==> src/hdl/hmf_pkg.sv <==
package hmf_pkg;

	// Fixed widths of the channel payloads
	localparam int SAMPLE_W     = 8;
	localparam int MODE_COUNT_W = 16;

	// Set tag stored beside each bin count
	localparam int EPOCH_W = 8;

	typedef logic [EPOCH_W-1:0] epoch_t;

	typedef enum logic {
		SWP_CLEAR,
		SWP_RUN
	} sweep_state_t;

	// Status of the clearing sequencer, seen by the bin tracker
	typedef struct packed {
		logic busy;
		logic last_epoch;
	} sweep_stat_t;

endpackage

==> src/hdl/hmf_sweep.sv <==
module hmf_sweep import hmf_pkg::*; #(
	parameter int VALUE_BITS = 8
) (
	input  logic                  clk,
	input  logic                  arst_n,
	input  logic                  set_done,
	output sweep_stat_t           stat,
	output epoch_t                epoch,
	output logic                  clr_en,
	output logic [VALUE_BITS-1:0] clr_addr
);

	sweep_state_t          state_q;
	sweep_state_t          state_d;
	logic [VALUE_BITS-1:0] idx_q;
	epoch_t                epoch_q;

	// Next state: sweep every bin, then run until the set tag wraps
	always_comb begin
		unique case (state_q)
			SWP_CLEAR: state_d = (&idx_q) ? SWP_RUN : SWP_CLEAR;
			SWP_RUN:   state_d = (set_done && (&epoch_q)) ? SWP_CLEAR : SWP_RUN;
			default:   state_d = SWP_CLEAR;
		endcase
	end

	// Outputs
	always_comb begin
		stat.busy       = (state_q == SWP_CLEAR);
		stat.last_epoch = &epoch_q;
		clr_en          = (state_q == SWP_CLEAR);
	end

	assign clr_addr = idx_q;
	assign epoch    = epoch_q;

	// Advance the sweep index and the set tag
	always_ff @(posedge clk or negedge arst_n) begin
		if (!arst_n) begin
			state_q <= SWP_CLEAR;
			idx_q   <= '0;
			epoch_q <= '0;
		end else begin
			state_q <= state_d;
			if (clr_en) begin
				idx_q <= idx_q + 1'b1;
			end
			if (set_done) begin
				epoch_q <= epoch_q + 1'b1;
			end
		end
	end

endmodule

==> config.mk <==
export PLATFORM = sky130hd
export DESIGN_NAME = hmf_sweep
export DESIGN_NICKNAME = d
export VERILOG_FILES = /design/src/hdl/hmf_pkg.sv /design/src/hdl/hmf_sweep.sv
export SDC_FILE = /design/constraint.sdc
export NUM_CORES = 1
export LEC_CHECK = 0
export BUFFER_PORTS_ARGS = -buffer_cell sky130_fd_sc_hd__buf_2
export CAP_MARGIN = 20
export CELL_PAD_IN_SITES_DETAIL_PLACEMENT = 1
export CELL_PAD_IN_SITES_GLOBAL_PLACEMENT = 1
export CORE_MARGIN = 8
export CORE_UTILIZATION = 37
export DETAILED_ROUTE_END_ITERATION = 10
export PLACE_DENSITY = 0.74
export SETUP_SLACK_MARGIN = 0.2
export SYNTH_ARGS = -nofsm -noshare
export SYNTH_HDL_FRONTEND = slang
export SYNTH_SLANG_ARGS = --single-unit
==> constraint.sdc <==
create_clock -name clk -period 1.6 [get_ports clk]
set_clock_uncertainty 0.05 [all_clocks]
set_input_delay 0.08 -clock clk [delete_from_list [all_inputs] [get_ports clk]]
set_output_delay 0.08 -clock clk [all_outputs]
set_load 0.01 [all_outputs]
# [After elaboration in Yosys (flattened, before gate mapping)]
# Cells that the tools add are included.
# Widths: inputs -> output; s select.
[word_totals] latchBits=0 memories=0 regBits=17 ramBits=0 rom_bits=0 inputBits=3
[op_classes] shifts=0 bitwise_logic=1 mux=3 n_div=0 add_sub_neg=2 multipliers=0 order_cmp=0 n_eq_ne=0 reduce_logical=3
[ops] operator="$add 8x1->8 const B" count=2
[ops] operator="$reduce_and 8->1" count=2
[ops] operator="$mux 1" count=2
[ops] operator="$pmux 1 s2" count=1
[ops] operator="$logic_and 1x1->1" count=1
[ops] operator="$not 1->1" count=1

# [Depth between registers and ports, before layout]
[logic_depth] word_depth=4 depth_mapped=4

# [Worst setup path after synthesis]
# OpenSTA, ideal clock, no wires.
[synth_path] kind="register to register" from="reg epoch_q[0], in the netlist epoch[0]" to="reg epoch_q[6], in the netlist epoch[6]" arrival_time_ps=1057 setup_slack_ps=367 setup_time_ps=125 period_less_slack_ps=1233 path_stages_with_launch=5 path_buffers=0 cell_sequence="dfrtp_1 ha_1 and3_2 nand4_1 xnor2_1"
[synth_between] elab_chain_len=1
[synth_rtl] element="start: declaration" line="hmf_sweep.sv:16" text="epoch_t epoch_q;"
[synth_rtl] element="start signal: assignment" line="hmf_sweep.sv:49" text="epoch_q <= epoch_q + 1'b1;"
[synth_rtl] element="$add 8x1->8" line="hmf_sweep.sv:49"
# No other way between the ends.
# A chain may end at the register's enable or synchronous reset.

==> results.toml <==
[outcome]
status = "completed"

[place]
io_buffers = 21
post-place-cells = 108
hpwl_mm = 1.18
globalplace.congestion = 0.773

[global_routing]
top_usage_layer = "met2"
track_usage_pct = 10.1
antenna_found_initial = 0
grt_pass1_vias = 596
gr-usage-met1_pct = 11.1
grt_use_met2_pct = 17.4
grtUsageMet3_pct = 3.60
overflow = 0
grt_max_degree = 18
grt_first_pass_wirelength_mm = 2.76

[critical_path]
critPathBufInv = 1
criticalPathCategory = "register to output port"
startpoint = "epoch[1]"
arrival_ns = 1.23
path_delay_family = "flip-flops"
slowest_stage = "dfrtp_1"
path_cells = "ha_4 -> nand3_1 -> nor2_1 -> buf_2"
rr_startpoint = "clr_addr[0]"
reg2reg_depth = 4
reg2reg_slack_ns = 0.37
max_stage_delay_ns = 0.45
cp_max_fo = 4
required_ns = 1.47
start_kind = "register"
r2r-end = "clr_addr[6]"
cp-end-kind = "output port"

[finish]
antenna_cells = 0
nets = 97
syn2layout_area_growth_pct = 30.5
final_util_pct = 50.1
drive_gt1_share_pct = 37.4
fill_cells = 211
final_cells = 118

[synth]
avgSynthCellArea_um2 = 12.0
synthSimpleGateAreaFrac_pct = 15.4
synth_top_family_by_area = "XOR/XNOR gates"
synth_seq_area_share_pct = 58.3
ys_seq_elements = 17
yosysMostFrequentCell = "dfrtp_1"
synth_common_cells = "dfrtp_1, xnor2_1, nand2_1"
async_flop_share_pct = 100
synth_top_cell_by_area = "dfrtp_1"
ys_types = 15
ys_top_cells_by_area = "dfrtp_1, xnor2_1, xor2_1, nand4_1, nand2_1"
synth_flop_cell = "dfrtp_1"
yosys.area_share.xor_xnor_pct = 16.8
synth_nets = 66
synth_edf_count = 0
synthCells = 61
synth_fa_ha_area_share_pct = 3.43
syn_area_um2 = 729
yosysTopAreaCellShare_pct = 58.3
synth_warnings = 0
muxShareOfSynthArea_pct = 3.09
synth_compound_area_share_pct = 1.37

[clock_network]
clkTransAtPathRegs_ns = 0.09
clock-sinks = 17
insertion_delay_ns = 0.28
tritoncts = "done"
root_buffer = "clkbuf_4"
cts_buffers = 3
h-tree-depth = 1
cts_buffer_depth = 2

[floorplanning]
rows = 16
die_h_um = 60.4
ios = 22
core_um2 = 1900
die_w_um = 60.4
initial_core_util_pct = 38.4
die_area_um2 = 3650

[drt]
detail_route.iter0.violations = 3
drt-total-wl_mm = 1.71
first_pass_iters = 2
viasPerCell = 4.68
wire_per_inst_um = 14.5
via_count = 552
drcViolationCount = 0
antenna_left = 0

[power]
switching_power_uw = 430
powerDensity_nw_per_um2 = 1340
p_seq_share_pct = 50.9
switching_share_pct = 33.6
pwr-share-clk_pct = 17.2
intPower_uw = 848
peakVddDrop_mv = 0.861
p_leak_uw = 0.000493
pwr-share-comb_pct = 32.0

[sta]
finalCritPeriodShare_pct = 85.1
hold_viol = 0
tns_ns = 0
fmax_mhz = 735
worst_pin_slew_ns = 0.369
final.min_clock_period_ns = 1.36
drv_slew = 0
timing.hold.ws_ns = 0.187
setup_viol = 0
max_slew_margin_pct = 75.4
rsz0062_at_grt = "true"

[worst_hold_path]
hold_path_class = "input pin to asynchronous set/reset pin"

[flow_run]
cap_violations = 0
==> power by group through the flow <==
| stage | sequential, uW | combinational, uW | clock (uW) |
|---|---|---|---|
| after global routing | 666 | 450 | 245 |
| final | 650 | 409 | 220 |
| after global placement | 631 | 284 | 0 |
| after CTS | 630 | 301 | 231 |
| after floorplan | 661 | 127 | 0 |
| after detailed placement | 634 | 296 | 0 |
==> state kept, by name, indices dropped and copies added (netlist names) <==
signal / flops
epoch: 8
state_q: 1
clr_addr: 8
==> per-stage QoR <==
step	total power (uW)	instance area [um2]	setup slack [ns]
global route	1360	952	0.146
finish	1280	952	0.239
CTS	1160	907	0.201
detailed placement	930	861	0.348
global placement	915	861	0.358
floorplan	788	729	0.367
==> how the worst max path moves through the flow <==
stage          cells past startpoint  slack (ns)        to
5_1_grt                            4        0.15   stat[0]
6_report                           4        0.24   stat[0]
3_3_place_gp                       4        0.36  epoch[6]
3_5_place_dp                       4        0.35  epoch[6]
4_1_cts                            4        0.20   stat[0]
2_1_floorplan                      4        0.37  epoch[6]
==> worst reg2reg max path: cells and delay by family, from the launching register on <==
kind,cells,cell delay (ns)
fa+ha+maj,1,0.19
flops,1,0.42
xor+xnor,1,0.14
simple gates,2,0.32
==> cell families after synthesis <==
| family | Yosys count |
|---|---|
| AND/OR/NAND/NOR | 22 |
| flip-flops | 17 |
| XOR/XNOR | 14 |
| AO/OA/AOI/OAI | 2 |
| buffers and inverters | 2 |
| multiplexers | 2 |
| adder cells (fa/ha/maj) | 2 |
==> placed cells by master, fill, tap and decap left out <==
master / instances
clkbuf_1: 1
nand4_1: 6
xor2_1: 5
ha_4: 1
dlygate4sd3_1: 2
xnor2_1: 9
clkbuf_4: 3
ha_1: 1
inv_1: 1
o21ai_0: 2
dfrtp_1: 15
buf_2: 21
and3_2: 1
and3b_1: 1
dfrtp_2: 2
nor2_1: 5
buf_4: 4
nand3_1: 1
nand2_1: 7
mux2_2: 2
nand4b_1: 1
==> routing by layer <==
layer	up-vias	wire length, um
met1	275	687
met5	-	0
li1	264	-
met2	13	921
met4	0	0
met3	0	101
==> layout make-up <==
cell class                 count  area [um2]  area share, %
sequential                    17         428           44.9
inverter                       1        3.75          0.394
multi-input combinational     42         305           32.1
tap                           27        33.8           3.55
clock buffer                   4        26.3           2.76
timing repair buffer          27         155           16.3
==> repair_timing <==
action | in CTS | in global routing
gates resized for setup | 0 | 4
hold buffers | 2 | 0
endpoints found under the hold margin | 18 | 0
setup endpoints to repair | 0 | 1
setup buffers | 0 | 4
(Power assumes the default switching activity.)
