`src/hdl/hmf_pkg.sv`:
```
package hmf_pkg;

	// Fixed widths of the channel payloads
	localparam int SAMPLE_W     = 8;
	localparam int MODE_COUNT_W = 16;

	// Set tag stored beside each bin count
	localparam int EPOCH_W = 8;

	typedef logic [EPOCH_W-1:0] epoch_t;

	typedef enum logic {
		SWP_CLEAR,
		SWP_RUN
	} sweep_state_t;

	// Status of the clearing sequencer, seen by the bin tracker
	typedef struct packed {
		logic busy;
		logic last_epoch;
	} sweep_stat_t;

endpackage

```
`src/hdl/hmf_if.sv`:
```
interface hmf_in_if import hmf_pkg::*; ();
	logic                valid;
	logic                ready;
	logic [SAMPLE_W-1:0] sample;
	logic                last;

	modport source (output valid, sample, last, input ready);
	modport sink   (input valid, sample, last, output ready);
endinterface

interface hmf_out_if import hmf_pkg::*; ();
	logic                    valid;
	logic                    ready;
	logic [SAMPLE_W-1:0]     mode_value;
	logic [MODE_COUNT_W-1:0] mode_count;

	modport source (output valid, mode_value, mode_count, input ready);
	modport sink   (input valid, mode_value, mode_count, output ready);
endinterface

```
`src/hdl/hmf_tracker.sv`:
```
module hmf_tracker import hmf_pkg::*; #(
	parameter int VALUE_BITS = 8,
	parameter int COUNT_BITS = 16,
	localparam int MEM_W     = EPOCH_W + COUNT_BITS
) (
	input  logic                  clk,
	input  logic                  arst_n,
	hmf_in_if.sink                samples,
	hmf_out_if.source             modes,
	input  sweep_stat_t           stat,
	input  epoch_t                epoch,
	output logic                  rd_en,
	output logic [VALUE_BITS-1:0] rd_addr,
	input  logic [MEM_W-1:0]      rd_data,
	output logic                  wr_en,
	output logic [VALUE_BITS-1:0] wr_addr,
	output logic [MEM_W-1:0]      wr_data,
	output logic                  set_done
);

	localparam logic [COUNT_BITS-1:0] CNT_MAX = {COUNT_BITS{1'b1}};

	logic                  accept;
	logic                  out_free;
	logic                  s1_done;
	logic                  s1_vld_q;
	logic [VALUE_BITS-1:0] idx_s1;
	logic                  last_s1;
	logic                  fwd_vld_q;
	logic [VALUE_BITS-1:0] fwd_addr_q;
	logic [COUNT_BITS-1:0] fwd_cnt_q;
	logic [VALUE_BITS-1:0] best_val_q;
	logic [COUNT_BITS-1:0] best_cnt_q;
	logic                  out_vld_q;
	logic [VALUE_BITS-1:0] out_val_q;
	logic [COUNT_BITS-1:0] out_cnt_q;
	epoch_t                rd_tag;
	logic [COUNT_BITS-1:0] rd_cnt;
	logic [COUNT_BITS-1:0] cnt_old;
	logic [COUNT_BITS-1:0] cnt_new;
	logic                  better;
	logic [VALUE_BITS-1:0] nxt_val;
	logic [COUNT_BITS-1:0] nxt_cnt;

	// Handshake: a final item waits in s1 until the output register is free;
	// hold off input when the set tag is about to wrap so the sweep starts clean
	always_comb begin
		accept        = samples.valid && samples.ready;
		out_free      = !out_vld_q || modes.ready;
		s1_done       = s1_vld_q && (!last_s1 || out_free);
		samples.ready = !stat.busy
			&& (!s1_vld_q || (s1_done && !(last_s1 && stat.last_epoch)));
	end

	// Issue the bin read at acceptance
	assign rd_en   = accept;
	assign rd_addr = VALUE_BITS'(samples.sample);

	// Count of the bin: forward the last write, drop counts tagged with an older set
	always_comb begin
		rd_tag  = rd_data[MEM_W-1 -: EPOCH_W];
		rd_cnt  = rd_data[COUNT_BITS-1:0];
		if (fwd_vld_q && (fwd_addr_q == idx_s1)) begin
			cnt_old = fwd_cnt_q;
		end else if (rd_tag == epoch) begin
			cnt_old = rd_cnt;
		end else begin
			cnt_old = '0;
		end
		cnt_new = (cnt_old == CNT_MAX) ? cnt_old : cnt_old + 1'b1;
	end

	// Running best: larger count wins, smaller value on a tie
	always_comb begin
		better  = (cnt_new > best_cnt_q)
			|| ((cnt_new == best_cnt_q) && (idx_s1 < best_val_q));
		nxt_val = better ? idx_s1 : best_val_q;
		nxt_cnt = better ? cnt_new : best_cnt_q;
	end

	// Write the bin back
	assign wr_en    = s1_done;
	assign wr_addr  = idx_s1;
	assign wr_data  = {epoch, cnt_new};
	assign set_done = s1_done && last_s1;

	// Control state
	always_ff @(posedge clk or negedge arst_n) begin
		if (!arst_n) begin
			s1_vld_q   <= 1'b0;
			fwd_vld_q  <= 1'b0;
			out_vld_q  <= 1'b0;
			best_val_q <= '0;
			best_cnt_q <= '0;
		end else begin
			if (accept) begin
				s1_vld_q <= 1'b1;
			end else if (s1_done) begin
				s1_vld_q <= 1'b0;
			end
			if (s1_done) begin
				fwd_vld_q <= !last_s1;
			end
			if (set_done) begin
				out_vld_q <= 1'b1;
			end else if (modes.ready) begin
				out_vld_q <= 1'b0;
			end
			if (set_done) begin
				best_val_q <= '0;
				best_cnt_q <= '0;
			end else if (s1_done) begin
				best_val_q <= nxt_val;
				best_cnt_q <= nxt_cnt;
			end
		end
	end

	// Payload registers
	always_ff @(posedge clk) begin
		if (accept) begin
			idx_s1  <= VALUE_BITS'(samples.sample);
			last_s1 <= samples.last;
		end
		if (s1_done) begin
			fwd_addr_q <= idx_s1;
			fwd_cnt_q  <= cnt_new;
		end
		if (set_done) begin
			out_val_q <= nxt_val;
			out_cnt_q <= nxt_cnt;
		end
	end

	assign modes.valid      = out_vld_q;
	assign modes.mode_value = SAMPLE_W'(out_val_q);
	assign modes.mode_count = MODE_COUNT_W'(out_cnt_q);

endmodule

```
`src/flat_wrapper.sv`:
```
// flat-port wrapper written by rule: the top's interface ports become plain ports
module hmf_tracker_flat import hmf_pkg::*;
#(
	parameter int VALUE_BITS = 8,
	parameter int COUNT_BITS = 16,
	localparam int MEM_W     = EPOCH_W + COUNT_BITS
)
  (clk, arst_n, stat, epoch, rd_en, rd_addr, rd_data, wr_en, wr_addr, wr_data, set_done, samples_valid, samples_sample, samples_last, samples_ready, modes_valid, modes_mode_value, modes_mode_count, modes_ready);
  hmf_in_if samples_i ();
  hmf_out_if modes_i ();
  input  logic clk;
  input  logic arst_n;
  input  sweep_stat_t stat;
  input  epoch_t epoch;
  output logic rd_en;
  output logic [VALUE_BITS-1:0] rd_addr;
  input  logic [MEM_W-1:0] rd_data;
  output logic wr_en;
  output logic [VALUE_BITS-1:0] wr_addr;
  output logic [MEM_W-1:0] wr_data;
  output logic set_done;
  input wire logic [$bits(samples_i.valid)-1:0] samples_valid;
  input wire logic [$bits(samples_i.sample)-1:0] samples_sample;
  input wire logic [$bits(samples_i.last)-1:0] samples_last;
  output wire logic [$bits(samples_i.ready)-1:0] samples_ready;
  output wire logic [$bits(modes_i.valid)-1:0] modes_valid;
  output wire logic [$bits(modes_i.mode_value)-1:0] modes_mode_value;
  output wire logic [$bits(modes_i.mode_count)-1:0] modes_mode_count;
  input wire logic [$bits(modes_i.ready)-1:0] modes_ready;
  assign samples_i.valid = samples_valid;
  assign samples_i.sample = samples_sample;
  assign samples_i.last = samples_last;
  assign samples_ready = samples_i.ready;
  assign modes_valid = modes_i.valid;
  assign modes_mode_value = modes_i.mode_value;
  assign modes_mode_count = modes_i.mode_count;
  assign modes_i.ready = modes_ready;
  hmf_tracker #(.VALUE_BITS(VALUE_BITS), .COUNT_BITS(COUNT_BITS)) u_core (.clk(clk), .arst_n(arst_n), .samples(samples_i), .modes(modes_i), .stat(stat), .epoch(epoch), .rd_en(rd_en), .rd_addr(rd_addr), .rd_data(rd_data), .wr_en(wr_en), .wr_addr(wr_addr), .wr_data(wr_data), .set_done(set_done));
endmodule
```
`config.mk`:
```
export PLATFORM = sky130hd
export DESIGN_NAME = hmf_tracker_flat
export DESIGN_NICKNAME = d
export VERILOG_FILES = /design/src/hdl/hmf_pkg.sv /design/src/hdl/hmf_if.sv /design/src/hdl/hmf_tracker.sv /design/src/flat_wrapper.sv
export SDC_FILE = /design/constraint.sdc
export NUM_CORES = 1
export LEC_CHECK = 0
export BUFFER_PORTS_ARGS = -buffer_cell sky130_fd_sc_hd__buf_4
export CORE_MARGIN = 10
export CORE_UTILIZATION = 50
export CTS_CLUSTER_SIZE = 12
export DETAILED_ROUTE_END_ITERATION = 10
export PLACE_DENSITY = 0.73
export SYNTH_ARGS = -nofsm -noshare
export SYNTH_HDL_FRONTEND = slang
export SYNTH_SLANG_ARGS = --single-unit
```
`constraint.sdc`:
```
create_clock -name clk -period 8.8 [get_ports clk]
set_clock_uncertainty 0.15 [all_clocks]
set_input_delay 0.88 -clock clk [delete_from_list [all_inputs] [get_ports clk]]
set_output_delay 0.88 -clock clk [all_outputs]
set_load 0.02 [all_outputs]
```
## Yosys cells after proc, flatten, opt, wreduce, memory -nomap -nowiden

Cells that the tools add are included.

- Flip-flop bits (word level): 84
- Latch bits: 0
- Memory bits (writable): 0
- Memory bits (read-only): 0
- Output and inout bits: 69
- Word-level logic and storage cells: 51
- Memories kept: 0

- $add $sub $neg: 1
- Multiply operators: 0
- Divide/modulo/power cells: 0
- $lt $le $gt $ge: 2
- Equality and inequality tests: 4
- Shift-type cells: 0
- Mux-type cells: 13
- Bitwise operators: 0
- Reductions and logical operators: 20

Operators with widths:

| operator | count |
|---|---|
| 16-bit two-way mux | 6 |
| 8-bit two-way mux | 3 |
| 16-bit by 1-bit adder with 16-bit output (second input constant) | 1 |
| 16-bit == test | 1 |
| 16-bit == test (second input constant) | 1 |
| 8-bit == test | 2 |
| 16-bit > comparator | 1 |
| 1-bit logical AND | 8 |
| 8-bit < comparator | 1 |
| 2-bit nonzero test | 3 |
| 1-bit zero test | 5 |
| 1-bit logical OR | 4 |
| 1-bit two-way mux | 4 |

## Longest topological paths before layout

Gate-level depths: netlist of run 1.

- Depth in word-level cells: 11
- Depth in mapped cells: 25

## Least setup slack after synthesis of run 1

OpenSTA, ideal clock, no wires.

- Path type: input to register
- From: input port epoch[7]
- To: register u_core.out_cnt_q[11], in the netlist u_core.modes.mode_count[11], data pin
- Arrival: 5095 ps
- Setup slack: 3295 ps
- Stages on the path: 20
- Buffers on the path: 3
- Cells stage by stage: xor2_1 -> nor4_2 -> and2_1 -> buf_4 -> clkbuf_1 -> nand3_1 -> nand2_1 -> ha_1 -> nand2_1 -> o211a_1 -> a311oi_1 -> mux2i_1 -> ha_1 -> nand4_1 -> nor4_1 -> a211oi_1 -> o21ai_0 -> o21a_1 -> clkbuf_1 -> mux2_2

- Longest elaborated chain between the ends: 9
- Elaborated cells on any way between the ends: 11
- Those cells by class: add/sub (1); order compare (1); eq/ne (3); mux (4); reduce/logical (2)

Ends and longest elaborated chain:

| item | line | text |
|---|---|---|
| start, declared | flat_wrapper.sv:14 | `input epoch_t epoch;` |
| 8-bit == test * | hmf_tracker.sv:65 | `end else if (rd_tag == epoch) begin` |
| 16-bit two-way mux * | hmf_tracker.sv:65 |  |
| 16-bit two-way mux * | hmf_tracker.sv:63 | `if (fwd_vld_q && (fwd_addr_q == idx_s1)) begin` |
| 16-bit by 1-bit adder with 16-bit output / 16-bit == test (equally long branches) | hmf_tracker.sv:70 | `cnt_new = (cnt_old == CNT_MAX) ? cnt_old : cnt_old + 1'b1;` |
| 16-bit two-way mux * | hmf_tracker.sv:70 |  |
| net wr_data[6] | flat_wrapper.sv:20 | `output logic [MEM_W-1:0] wr_data;` |
| parallel branches: the longest is 2 deep, another holds 16-bit > comparator | n/a |  |
| 1-bit logical OR * | hmf_tracker.sv:76 | `\|\| ((cnt_new == best_cnt_q) && (idx_s1 < best_val_q));` |
| 16-bit two-way mux * | hmf_tracker.sv:78 | `nxt_cnt = better ? cnt_new : best_cnt_q;` |
| net u_core.nxt_cnt[11] | hmf_tracker.sv:43 | `logic [COUNT_BITS-1:0] nxt_cnt;` |
| end signal, assigned | hmf_tracker.sv:131 | `out_cnt_q <= nxt_cnt;` |
| end, declared | hmf_tracker.sv:36 | `logic [COUNT_BITS-1:0] out_cnt_q;` |

Mark *: on every way through the listed nets, which the timed path passes.
A chain may end at the register's enable or synchronous reset.

## Worst setup path in the final report of run 1

- From: input port epoch[7]
- To: register u_core.best_cnt_q[6]

- Longest elaborated chain between the ends: 11
- Elaborated cells on any way between the ends: 13
- Those cells by class: add/sub (1); order compare (1); eq/ne (3); mux (6); reduce/logical (2)

Ends and longest elaborated chain:

| item | line | text |
|---|---|---|
| 8-bit == test * | hmf_tracker.sv:65 |  |
| 16-bit two-way mux * | hmf_tracker.sv:65 |  |
| 16-bit two-way mux * | hmf_tracker.sv:63 |  |
| 16-bit by 1-bit adder with 16-bit output / 16-bit == test (equally long branches) | hmf_tracker.sv:70 |  |
| 16-bit two-way mux * | hmf_tracker.sv:70 |  |
| parallel branches: the longest is 3 deep, another holds 16-bit > comparator | n/a |  |
| 16-bit two-way mux * | hmf_tracker.sv:78 |  |
| 16-bit two-way mux * | hmf_tracker.sv:112 | `end else if (s1_done) begin` |
| 16-bit two-way mux * | hmf_tracker.sv:109 | `if (set_done) begin` |
| end signal, assigned | hmf_tracker.sv:114 | `best_cnt_q <= nxt_cnt;` |
| end, declared | hmf_tracker.sv:33 | `logic [COUNT_BITS-1:0] best_cnt_q;` |

Every way passes the cells marked *. The select of a mux whose other input is x is not followed.

==> metrics.txt, run 1 <==
Clk Latency, worst-skew pair 360 ps; Final Net Count 648; CP startpoint kind primary input; Layout area overhead 21.7%; worst setup path startpoint epoch[7]; Cells after Synth 480; worst path arrival time 6720 ps; met2 Usage GRT 0.309; fin cells 715; Worst Path Required 8880 ps; Initial Util 0.508; Synth async-reset ratio 0.321; I/O Pins 116; final setup violating endpoints 0; TritonCTS buffer count 9; Placer Congestion 0.931; vias 4068; setup total negative slack 0 ps; register area share after synthesis 0.485; PostCTS Resize Cnt 0; placement row count 36; ant diodes 0; Worst Path Max Fanout 29; worst hold-check path type in -> async; clk buf depth 2; RR Startpoint u_core.wr_addr[7]$_DFFE_PP_; fraction of layout cells with a size suffix above 1 0.265; crit path capture type flip-flop; final hold vios 0; RSZ-0062 raised after global routing no; CORE AREA 9680 sq um; Mapped Area 4920 sq um; Synth Net Count 551; initial antenna violation count 0; PD cells 152 nW/um^2; Synth Flop Type edfxtp_1; GR Util met1 0.220; VDD IR max 0.104 mV; fmax 151 MHz; Root Driver clkbuf_8; Detailed Routing Iterations Pass 1 4; met3 layer usage reported by global route 0.0453; detailed-route vias per instance 5.69; Die X 119 um; period utilization 0.754; vias in the first global route 4156; Slew Limit Fails 0; max_slew headroom 0.275; Leak 2.62 nW; WL/cell 18.4 um; EDFF count, synth 57; GR peak layer met2; status finished, final reports clean; Post-route DRC 0; syn_area_per_cell 10.3 sq um; minimum clock period 6640 ps; antenna-violating nets left 0; clk slew on worst S/H paths 80 ps; GRT overflow 0; placed instance count 699; CTS sink count 84; DP HPWL 10.0 mm; GRT Overall Usage 0.181; Synth cell types 62; CTS tree yes; Post-CTS Repair Setup Buffers 0; Routed WL 13.2 mm; #FFs+latches synth 84; Tot Pwr 0.911 mW; worst-margin pin slew 1080 ps; DIE HEIGHT 119 um; largest net degree at the start of global routing 35; H-tree depth 3; critical path class in -> reg; Iteration-0 DRC Markers 218; Buffers on Ports 115; Ys Warns 0; Hold Buf Count CTS 0; die area 14200 sq um; maxcap violations 0; first-pass GRT wire length 21.0 mm
[metrics by stage]
stage          instance area [sq um]  setup slack (ps)  utilization  hold slack (ps)
2_1_floorplan                   4920              3300            -              316
4_1_cts                         5990              2200        0.619              272
6_report                        5990              2160        0.619              279
5_1_grt                         5990              1670        0.619              288
3_5_place_dp                    5800              1810        0.599              336
3_3_place_gp                    5800              2170        0.599              332
[state kept, by name, indices dropped and copies added, names as in the netlist]
name and cells:
u_core.wr_addr 8, u_core.modes.valid 1, u_core.best_cnt_q 16, u_core.s1_vld_q 1, u_core.best_val_q 8, u_core.modes.mode_value 8
u_core.fwd_vld_q 1, u_core.last_s1 1, u_core.fwd_addr_q 8, u_core.fwd_cnt_q 16, u_core.modes.mode_count 16
[cells by family (layout without fill, tap and decap cells)]
| group | after synthesis | in the layout | share of synthesized area |
|---|---|---|---|
| flip-flops | 84 | 84 | 0.485 |
| XOR/XNOR | 30 | 30 | 0.0534 |
| AND/OR/NAND/NOR | 164 | 164 | 0.174 |
| AO/OA/AOI/OAI | 102 | 102 | 0.140 |
| multiplexers | 8 | 8 | 0.0178 |
| adder cells (fa/ha/maj) | 24 | 24 | 0.0610 |
| buffers and inverters | 68 | 170 | 0.0684 |
[area by class of cell]
type	instances	area, sq um
fillers	822	3690
flip-flops and latches	84	2390
multi-input cells	328	2210
repair buffers	122	916
well taps	133	166
clock buffers	10	128
inverters	32	120
clock inverters	6	63.8
[power by group]
group	internal [mW]	total, mW	switching (mW)
Clock	0.131	0.272	0.141
Sequential	0.450	0.465	0.0151
Combinational	0.0681	0.174	0.106
Total	0.649	0.911	0.262
[path summary, 6_finish.rpt]
kind	end	slack, ps	cells after the start
worst max-delay path	u_core.best_cnt_q[6]$_DFFE_PN0P_	2160	22
worst min-delay path	u_core.best_cnt_q[1]$_DFFE_PN0P_	280	1
worst max register to register	u_core.best_cnt_q[6]$_DFFE_PN0P_	2380	21
worst min register to register	u_core.best_val_q[6]$_DFFE_PN0P_	360	1
max in group asynchronous	u_core.best_cnt_q[11]$_DFFE_PN0P_	7950	1
min in group clk	u_core.best_val_q[6]$_DFFE_PN0P_	360	1
[per-layer routing]
| metal | part of all wire | up-vias |
|---|---|---|
| met5 | 0 | - |
| met4 | 0.013 | 0 |
| met3 | 0.064 | 16 |
| met2 | 0.51 | 119 |
| met1 | 0.42 | 1999 |
| li1 | - | 1934 |
[cells in the mapped netlist, drive strengths merged, types with 3 or more instances]
cell type / instances / area [sq um]
a211oi: 3 / 27.5
a21o: 4 / 30.0
a21oi: 16 / 80.1
a22o: 13 / 114
a41o: 5 / 50.1
and2: 8 / 50.1
and3: 18 / 118
and4: 3 / 28.8
buf: 22 / 164
clkbuf: 14 / 52.6
dfrtp: 27 / 676
edfxtp: 57 / 1710
ha: 24 / 300
inv: 32 / 120
mux2: 6 / 67.6
nand2: 53 / 199
nand2b: 4 / 25.0
nand3: 12 / 60.1
nand4: 14 / 93.8
nor2: 25 / 93.8
nor3: 9 / 50.1
nor4: 10 / 81.3
o21a: 4 / 30.0
o21ai: 34 / 170
xnor2: 15 / 131
xor2: 15 / 131
[critical path, stage by stage]
cell and delay, ps:
buf_4 110, xor2_1 160, nor4_2 440, and2_1 190, buf_4 250, nand3_1 120
nand2_1 120, ha_1 280, nand2_1 160, o211a_1 230, a311oi_1 400, mux2i_1 240
ha_1 360, nand4_1 120, nor4_1 360, a211oi_1 90, o21ai_0 180, o21a_1 650
o21ai_1 510, buf_4 350, a221o_1 350, o21bai_1 150
[cell usage in the layout, fill, tap and decap left out, types with 3 or more instances in the layout]
| cell | count |
|---|---|
| a21o_1 | 4 |
| nor3_1 | 7 |
| and3_1 | 17 |
| mux2_2 | 6 |
| o21ai_1 | 4 |
| inv_1 | 32 |
| nand2_1 | 53 |
| xor2_1 | 15 |
| ha_1 | 24 |
| and2_1 | 8 |
| a41o_1 | 5 |
| nor4_2 | 3 |
| nand3_1 | 12 |
| nor4_1 | 7 |
| clkbuf_8 | 9 |
| edfxtp_1 | 57 |
| buf_4 | 122 |
| nand4_1 | 13 |
| o21a_1 | 4 |
| o21ai_0 | 30 |
| dfrtp_1 | 27 |
| a21oi_1 | 16 |
| xnor2_1 | 15 |
| nand2b_1 | 4 |
| nor2_1 | 24 |
| a22o_1 | 13 |
(Power assumes the default switching activity.)
==> inputs of run 2 (changes only) <==
Clock period 8.8 ns to 6.8 ns, I/O delays scaled along.
==> metrics.txt, run 2 (synthesized netlist as in run 1, its figures left out) <==
status finished, final reports clean (unchanged); PD cells 195 nW/um^2 (was 152 nW/um^2); detailed-route vias per instance 5.67 (was 5.69); antenna-violating nets left 0 (unchanged); ant diodes 0 (unchanged); clk slew on worst S/H paths 90 ps (was 80 ps); Min Hold Slack 68.3 ps (was 279 ps); GR Util met1 0.226 (was 0.220); final setup violating endpoints 0 (unchanged); Placer Congestion 0.892 (was 0.931); VDD IR max 0.140 mV (was 0.104 mV); GR peak layer met2 (unchanged); Final Net Count 654 (was 648); maxcap violations 0 (unchanged); DP HPWL 9.99 mm (was 10.0 mm); reg2reg end u_core.best_cnt_q[0]$_DFFE_PN0P_ (was u_core.best_cnt_q[6]$_DFFE_PN0P_); Clk Latency, worst-skew pair 370 ps (was 360 ps); Post-route DRC 0 (unchanged); Slew Limit Fails 0 (unchanged); Post-CTS Repair Setup Buffers 0 (unchanged); setup total negative slack 0 ps (unchanged); vias 4090 (was 4068); CP startpoint kind flip-flop (was primary input); Hold Buf Count CTS 0 (unchanged); worst path arrival time 6000 ps (was 6720 ps); DP Worst Slack 1060 ps (was 1810 ps); CTS tree yes (unchanged); Tot Pwr 1.17 mW (was 0.911 mW); H-tree depth 3 (unchanged); vias in the first global route 4125 (was 4156); RSZ-0062 raised after global routing no (unchanged); CTS sink count 84 (unchanged); met2 Usage GRT 0.306 (was 0.309); Buffers on Ports 115 (unchanged); first-pass GRT wire length 21.2 mm (was 21.0 mm); period utilization 0.862; minimum clock period 5860 ps; Detailed Routing Iterations Pass 1 7 (was 4); die area 14200 sq um (unchanged); fmax 171 MHz; DIE HEIGHT 119 um (unchanged); GRT overflow 0 (unchanged); Die X 119 um (unchanged); Initial Util 0.508 (unchanged); crit path capture type flip-flop (unchanged); post-route worst setup slack 941 ps (was 2160 ps); Worst Path Max Fanout 34 (was 29); commonest non-fill, non-tap cell in the layout buf_4 (unchanged); Iteration-0 DRC Markers 250 (was 218); CORE AREA 9680 sq um (unchanged); worst-margin pin slew 722 ps (was 1080 ps); max_slew headroom 0.515 (was 0.275); PostCTS Resize Cnt 0 (unchanged); clk buf depth 2 (unchanged); RR Startpoint u_core.wr_addr[7]$_DFFE_PP_ (unchanged); worst hold-check path type in -> async (unchanged); placement row count 36 (unchanged); leading cell types in the layout, fill and taps excluded buf_4, edfxtp_1, nand2_1, inv_1, o21ai_0 (unchanged); TritonCTS buffer count 9 (unchanged); worst reg-to-reg setup slack 940 ps (was 2380 ps); GRT Overall Usage 0.183 (was 0.181); final hold vios 0 (unchanged); critical path class reg -> reg (was in -> reg); Leak 2.65 nW (was 2.62 nW); Layout area overhead 22.5% (was 21.7%); r2r worst-path depth 21 (unchanged); WL/cell 18.5 um (was 18.4 um); Root Driver clkbuf_8 (unchanged); met3 layer usage reported by global route 0.0444 (was 0.0453); Worst Path Required 6940 ps (was 8880 ps); Routed WL 13.3 mm (was 13.2 mm); I/O Pins 116 (unchanged); initial antenna violation count 0 (unchanged); fraction of layout cells with a size suffix above 1 0.276 (was 0.265); largest net degree at the start of global routing 35 (unchanged)
run 2: cell count changes in the layout (fill, tap and decap cells not counted):
| cell | previous run | this run |
|---|---|---|
| clkbuf_1 | 1 | 0 |
| buf_4 | 122 | 128 |
| clkinv_4 | 1 | 3 |
| clkinv_1 | 1 | 0 |
| clkbuf_8 | 9 | 10 |
| bufinv_16 | 1 | 0 |
run 2: worst max-delay path by stage:
stage,cells after the start,end,startpoint,slack [ps]
floorplan,20,u_core.modes.mode_count[11]$_DFFE_PP_,epoch[7],1500
CTS,20,u_core.best_val_q[5]$_DFFE_PN0P_,u_core.wr_addr[7]$_DFFE_PP_,960
detailed placement,21,u_core.best_cnt_q[15]$_DFFE_PN0P_,epoch[7],1060
global route,21,u_core.best_cnt_q[15]$_DFFE_PN0P_,u_core.wr_addr[7]$_DFFE_PP_,470
finish,21,u_core.best_cnt_q[0]$_DFFE_PN0P_,u_core.wr_addr[7]$_DFFE_PP_,940
global placement,21,u_core.modes.mode_count[6]$_DFFE_PP_,epoch[7],1190
run 2: worst max-delay path: stages, from the launching register on:
cell and delay [ps]:
edfxtp_1 520, xnor2_1 210, nand3_1 290, or3_1 430, buf_4 240, nand3_1 130
nand2_1 80, ha_1 290, o2111ai_1 220, nand3_1 140, xnor2_1 400, inv_1 170
ha_1 220, a21o_1 180, a21o_1 190, a211oi_1 390, o21ai_0 230, o21a_1 230
o21ai_1 570, buf_4 340, nand2_1 80, o21ai_0 70
run 2: per-stage QoR:
stage / instances / utilization / area, sq um
CTS: 721 / 0.623 / 6030
global placement: 705 / 0.603 / 5840
detailed placement: 705 / 0.603 / 5840
finish: 721 / 0.623 / 6030
floorplan: 480 / - / 4920
global route: 721 / 0.623 / 6030
run 2: power by group:
group | total, mW | internal [mW] | switching [mW]
Clock | 0.338 | 0.145 | 0.192
Sequential | 0.602 | 0.582 | 0.0208
Combinational | 0.233 | 0.0941 | 0.139
run 2: per-layer routing:
layer / wire length, um / vias to the layer above / share of wire
met4: 193 / 0 / 0.014
met3: 947 / 19 / 0.071
met5: 0 / - / 0
li1: - / 1944 / -
met2: 6700 / 152 / 0.50
met1: 5490 / 1975 / 0.41
run 2: area by class of cell:
class	count	area, sq um
clock buffers	10	138
clock inverters	6	47.5
fillers	793	3650
inverters	32	120
multi-input cells	328	2210
flip-flops and latches	84	2390
well taps	133	166
repair buffers	128	961
==> inputs of run 3 (changes only) <==
Settings changed: MAX_ROUTING_LAYER set to met4.
==> metrics.txt, run 3 (synthesized netlist as in run 1, its figures left out) <==
CORE AREA 9680 sq um (unchanged); die area 14200 sq um (unchanged); Post-route DRC 0 (unchanged); GR peak layer met2 (unchanged); worst hold-check path type in -> async (unchanged); antenna-violating nets left 0 (unchanged); largest net degree at the start of global routing 35 (unchanged); minimum clock period 5980 ps (was 5860 ps); worst-margin pin slew 850 ps (was 722 ps); Iteration-0 DRC Markers 263 (was 250); ant diodes 0 (unchanged); post-route worst setup slack 825 ps (was 941 ps); max_slew headroom 0.429 (was 0.515); CP startpoint kind flip-flop (unchanged); Detailed Routing Iterations Pass 1 5 (was 7); Placer Congestion 0.906 (was 0.892); sequential power share 0.486 (was 0.514); fmax 167 MHz (was 171 MHz); met3 layer usage reported by global route 0.0411 (was 0.0444); Worst Path Max Fanout 34 (unchanged); internal power 0.893 mW (was 0.821 mW); commonest non-fill, non-tap cell in the layout buf_4 (unchanged); Layout area overhead 23.3% (was 22.5%); fraction of layout cells with a size suffix above 1 0.276 (unchanged); WL/cell 18.8 um (was 18.5 um); critical path class reg -> reg (unchanged); PostCTS Resize Cnt 0 (unchanged); Routed WL 13.5 mm (was 13.3 mm); Leak 2.67 nW (was 2.65 nW); TritonCTS buffer count 9 (unchanged); period utilization 0.879 (was 0.862); CTS tree yes (unchanged); crit path capture type flip-flop (unchanged); vias in the first global route 4243 (was 4125); DP Area 5840 sq um (unchanged); placement row count 36 (unchanged); maxcap violations 0 (unchanged); detailed-route vias per instance 5.72 (was 5.67); Hold Buf Count CTS 0 (unchanged); clk slew on worst S/H paths 90 ps (about the same); Comb power frac 0.188 (was 0.199); GRT Overall Usage 0.190 (was 0.183); Post-CTS Repair Setup Buffers 0 (unchanged); Slew Limit Fails 0 (unchanged); Clk Latency, worst-skew pair 360 ps (was 370 ps); DP HPWL 10.1 mm (was 9.99 mm); Post-Layout Inst Area 6070 sq um (was 6030 sq um); initial antenna violation count 0 (unchanged); Tot Pwr 1.24 mW (was 1.17 mW); RSZ-0062 raised after global routing no (unchanged); PD cells 204 nW/um^2 (was 195 nW/um^2); leading cell types in the layout, fill and taps excluded buf_4, edfxtp_1, nand2_1, inv_1, o21ai_0 (unchanged); Min Hold Slack 65.8 ps (was 68.3 ps); first-pass GRT wire length 21.3 mm (was 21.2 mm); critical path's slowest cell o21ai_1 (unchanged); VDD IR max 0.145 mV (was 0.140 mV); final hold vios 0 (unchanged); Die X 119 um (unchanged); setup total negative slack 0 ps (unchanged); final setup violating endpoints 0 (unchanged); GR Util met1 0.219 (was 0.226); worst path arrival time 6130 ps (was 6000 ps); Initial Util 0.508 (unchanged); clk buf depth 2 (unchanged); DP Worst Slack 984 ps (was 1060 ps); Root Driver clkbuf_8 (unchanged); NetSw 0.346 mW (was 0.352 mW); Sw Share 0.279 (was 0.300); Worst Path Required 6950 ps (was 6940 ps); Final Net Count 654 (unchanged); I/O Pins 116 (unchanged); H-tree depth 3 (unchanged); DIE HEIGHT 119 um (unchanged); crit-path max cell delay 670 ps (was 570 ps); CTS sink count 84 (unchanged); met2 Usage GRT 0.316 (was 0.306); Worst path most repeated cell nand3_1 (unchanged); status finished, final reports clean (unchanged); worst-path cell chain xnor2_1 -> nand3_1 -> or3_1 -> buf_4 -> nand3_1 -> nand2_1 -> ha_1 -> o2111ai_1 -> nand3_1 -> xnor2_1 -> inv_1 -> ha_1 -> nand4_1 -> nor4_1 -> o21a_1 -> o41ai_1 -> o21a_1 -> o21ai_1 -> buf_4 -> a22o_1 (was xnor2_1 -> nand3_1 -> or3_1 -> buf_4 -> nand3_1 -> nand2_1 -> ha_1 -> o2111ai_1 -> nand3_1 -> xnor2_1 -> inv_1 -> ha_1 -> a21o_1 -> a21o_1 -> a211oi_1 -> o21ai_0 -> o21a_1 -> o21ai_1 -> buf_4 -> nand2_1 -> o21ai_0); Buffers on Ports 115 (unchanged); clock network fraction of design power 0.326 (was 0.288); GRT overflow 0 (unchanged); vias 4124 (was 4090)
==> run 3: cell count changes in the layout (fill, tap and decap cells not counted) <==
cell        change
bufinv_16       +2
clkinv_2        +1
inv_6           -1
clkinvlp_4      -1
clkinv_4        -1
==> run 3: critical path, delay by kind of cell (launching register included) <==
kind / cells / cell delay [ps]
fa+ha+maj: 2 / 620
simple gates: 7 / 1730
compound gates: 6 / 1480
flops: 1 / 510
xor+xnor: 2 / 650
buf+inv: 3 / 760
==> run 3: final timing paths <==
kind	startpoint	endpoint	slack (ps)	cells after the start
setup / recovery	u_core.wr_addr[7]$_DFFE_PP_	u_core.best_val_q[6]$_DFFE_PN0P_	820	20
hold / removal	arst_n	u_core.modes.valid$_DFFE_PN0P_	70	1
setup reg to reg	u_core.wr_addr[7]$_DFFE_PP_	u_core.best_val_q[6]$_DFFE_PN0P_	820	20
hold reg to reg	u_core.best_val_q[7]$_DFFE_PN0P_	u_core.best_val_q[7]$_DFFE_PN0P_	360	1
max in group asynchronous	arst_n	u_core.best_cnt_q[13]$_DFFE_PN0P_	6150	1
min in group clk	samples_last	u_core.last_s1$_DFFE_PP_	340	1
==> run 3: power by group through the flow <==
stage / Clock (mW) / Sequential (mW) / Combinational, mW
6_report: 0.404 / 0.602 / 0.233
5_1_grt: 0.428 / 0.606 / 0.257
4_1_cts: 0.408 / 0.602 / 0.234
3_5_place_dp: 0 / 0.613 / 0.231
3_3_place_gp: 0 / 0.612 / 0.223
2_1_floorplan: 0 / 0.618 / 0.131
==> run 3: final cells by class <==
cell class / instances / area (sq um)
Sequential cell: 84 / 2390
Clock buffer: 10 / 138
Tap cell: 133 / 166
Clock inverter: 6 / 87.6
Fill cell: 807 / 3610
Timing Repair Buffer: 128 / 961
Inverter: 32 / 120
Multi-Input combinational cell: 328 / 2210
==> run 3: layer usage <==
layer / vias up / part of all wire
met5: - / 0
met1: 1990 / 0.41
li1: 1952 / -
met4: 0 / 0.024
met3: 32 / 0.061
met2: 150 / 0.50
==> run 3: through the flow <==
| step | utilization | std cells |
|---|---|---|
| 4_1_cts | 0.627 | 721 |
| 3_3_place_gp | 0.603 | 705 |
| 2_1_floorplan | - | 480 |
| 3_5_place_dp | 0.603 | 705 |
| 5_1_grt | 0.627 | 721 |
| 6_report | 0.627 | 721 |
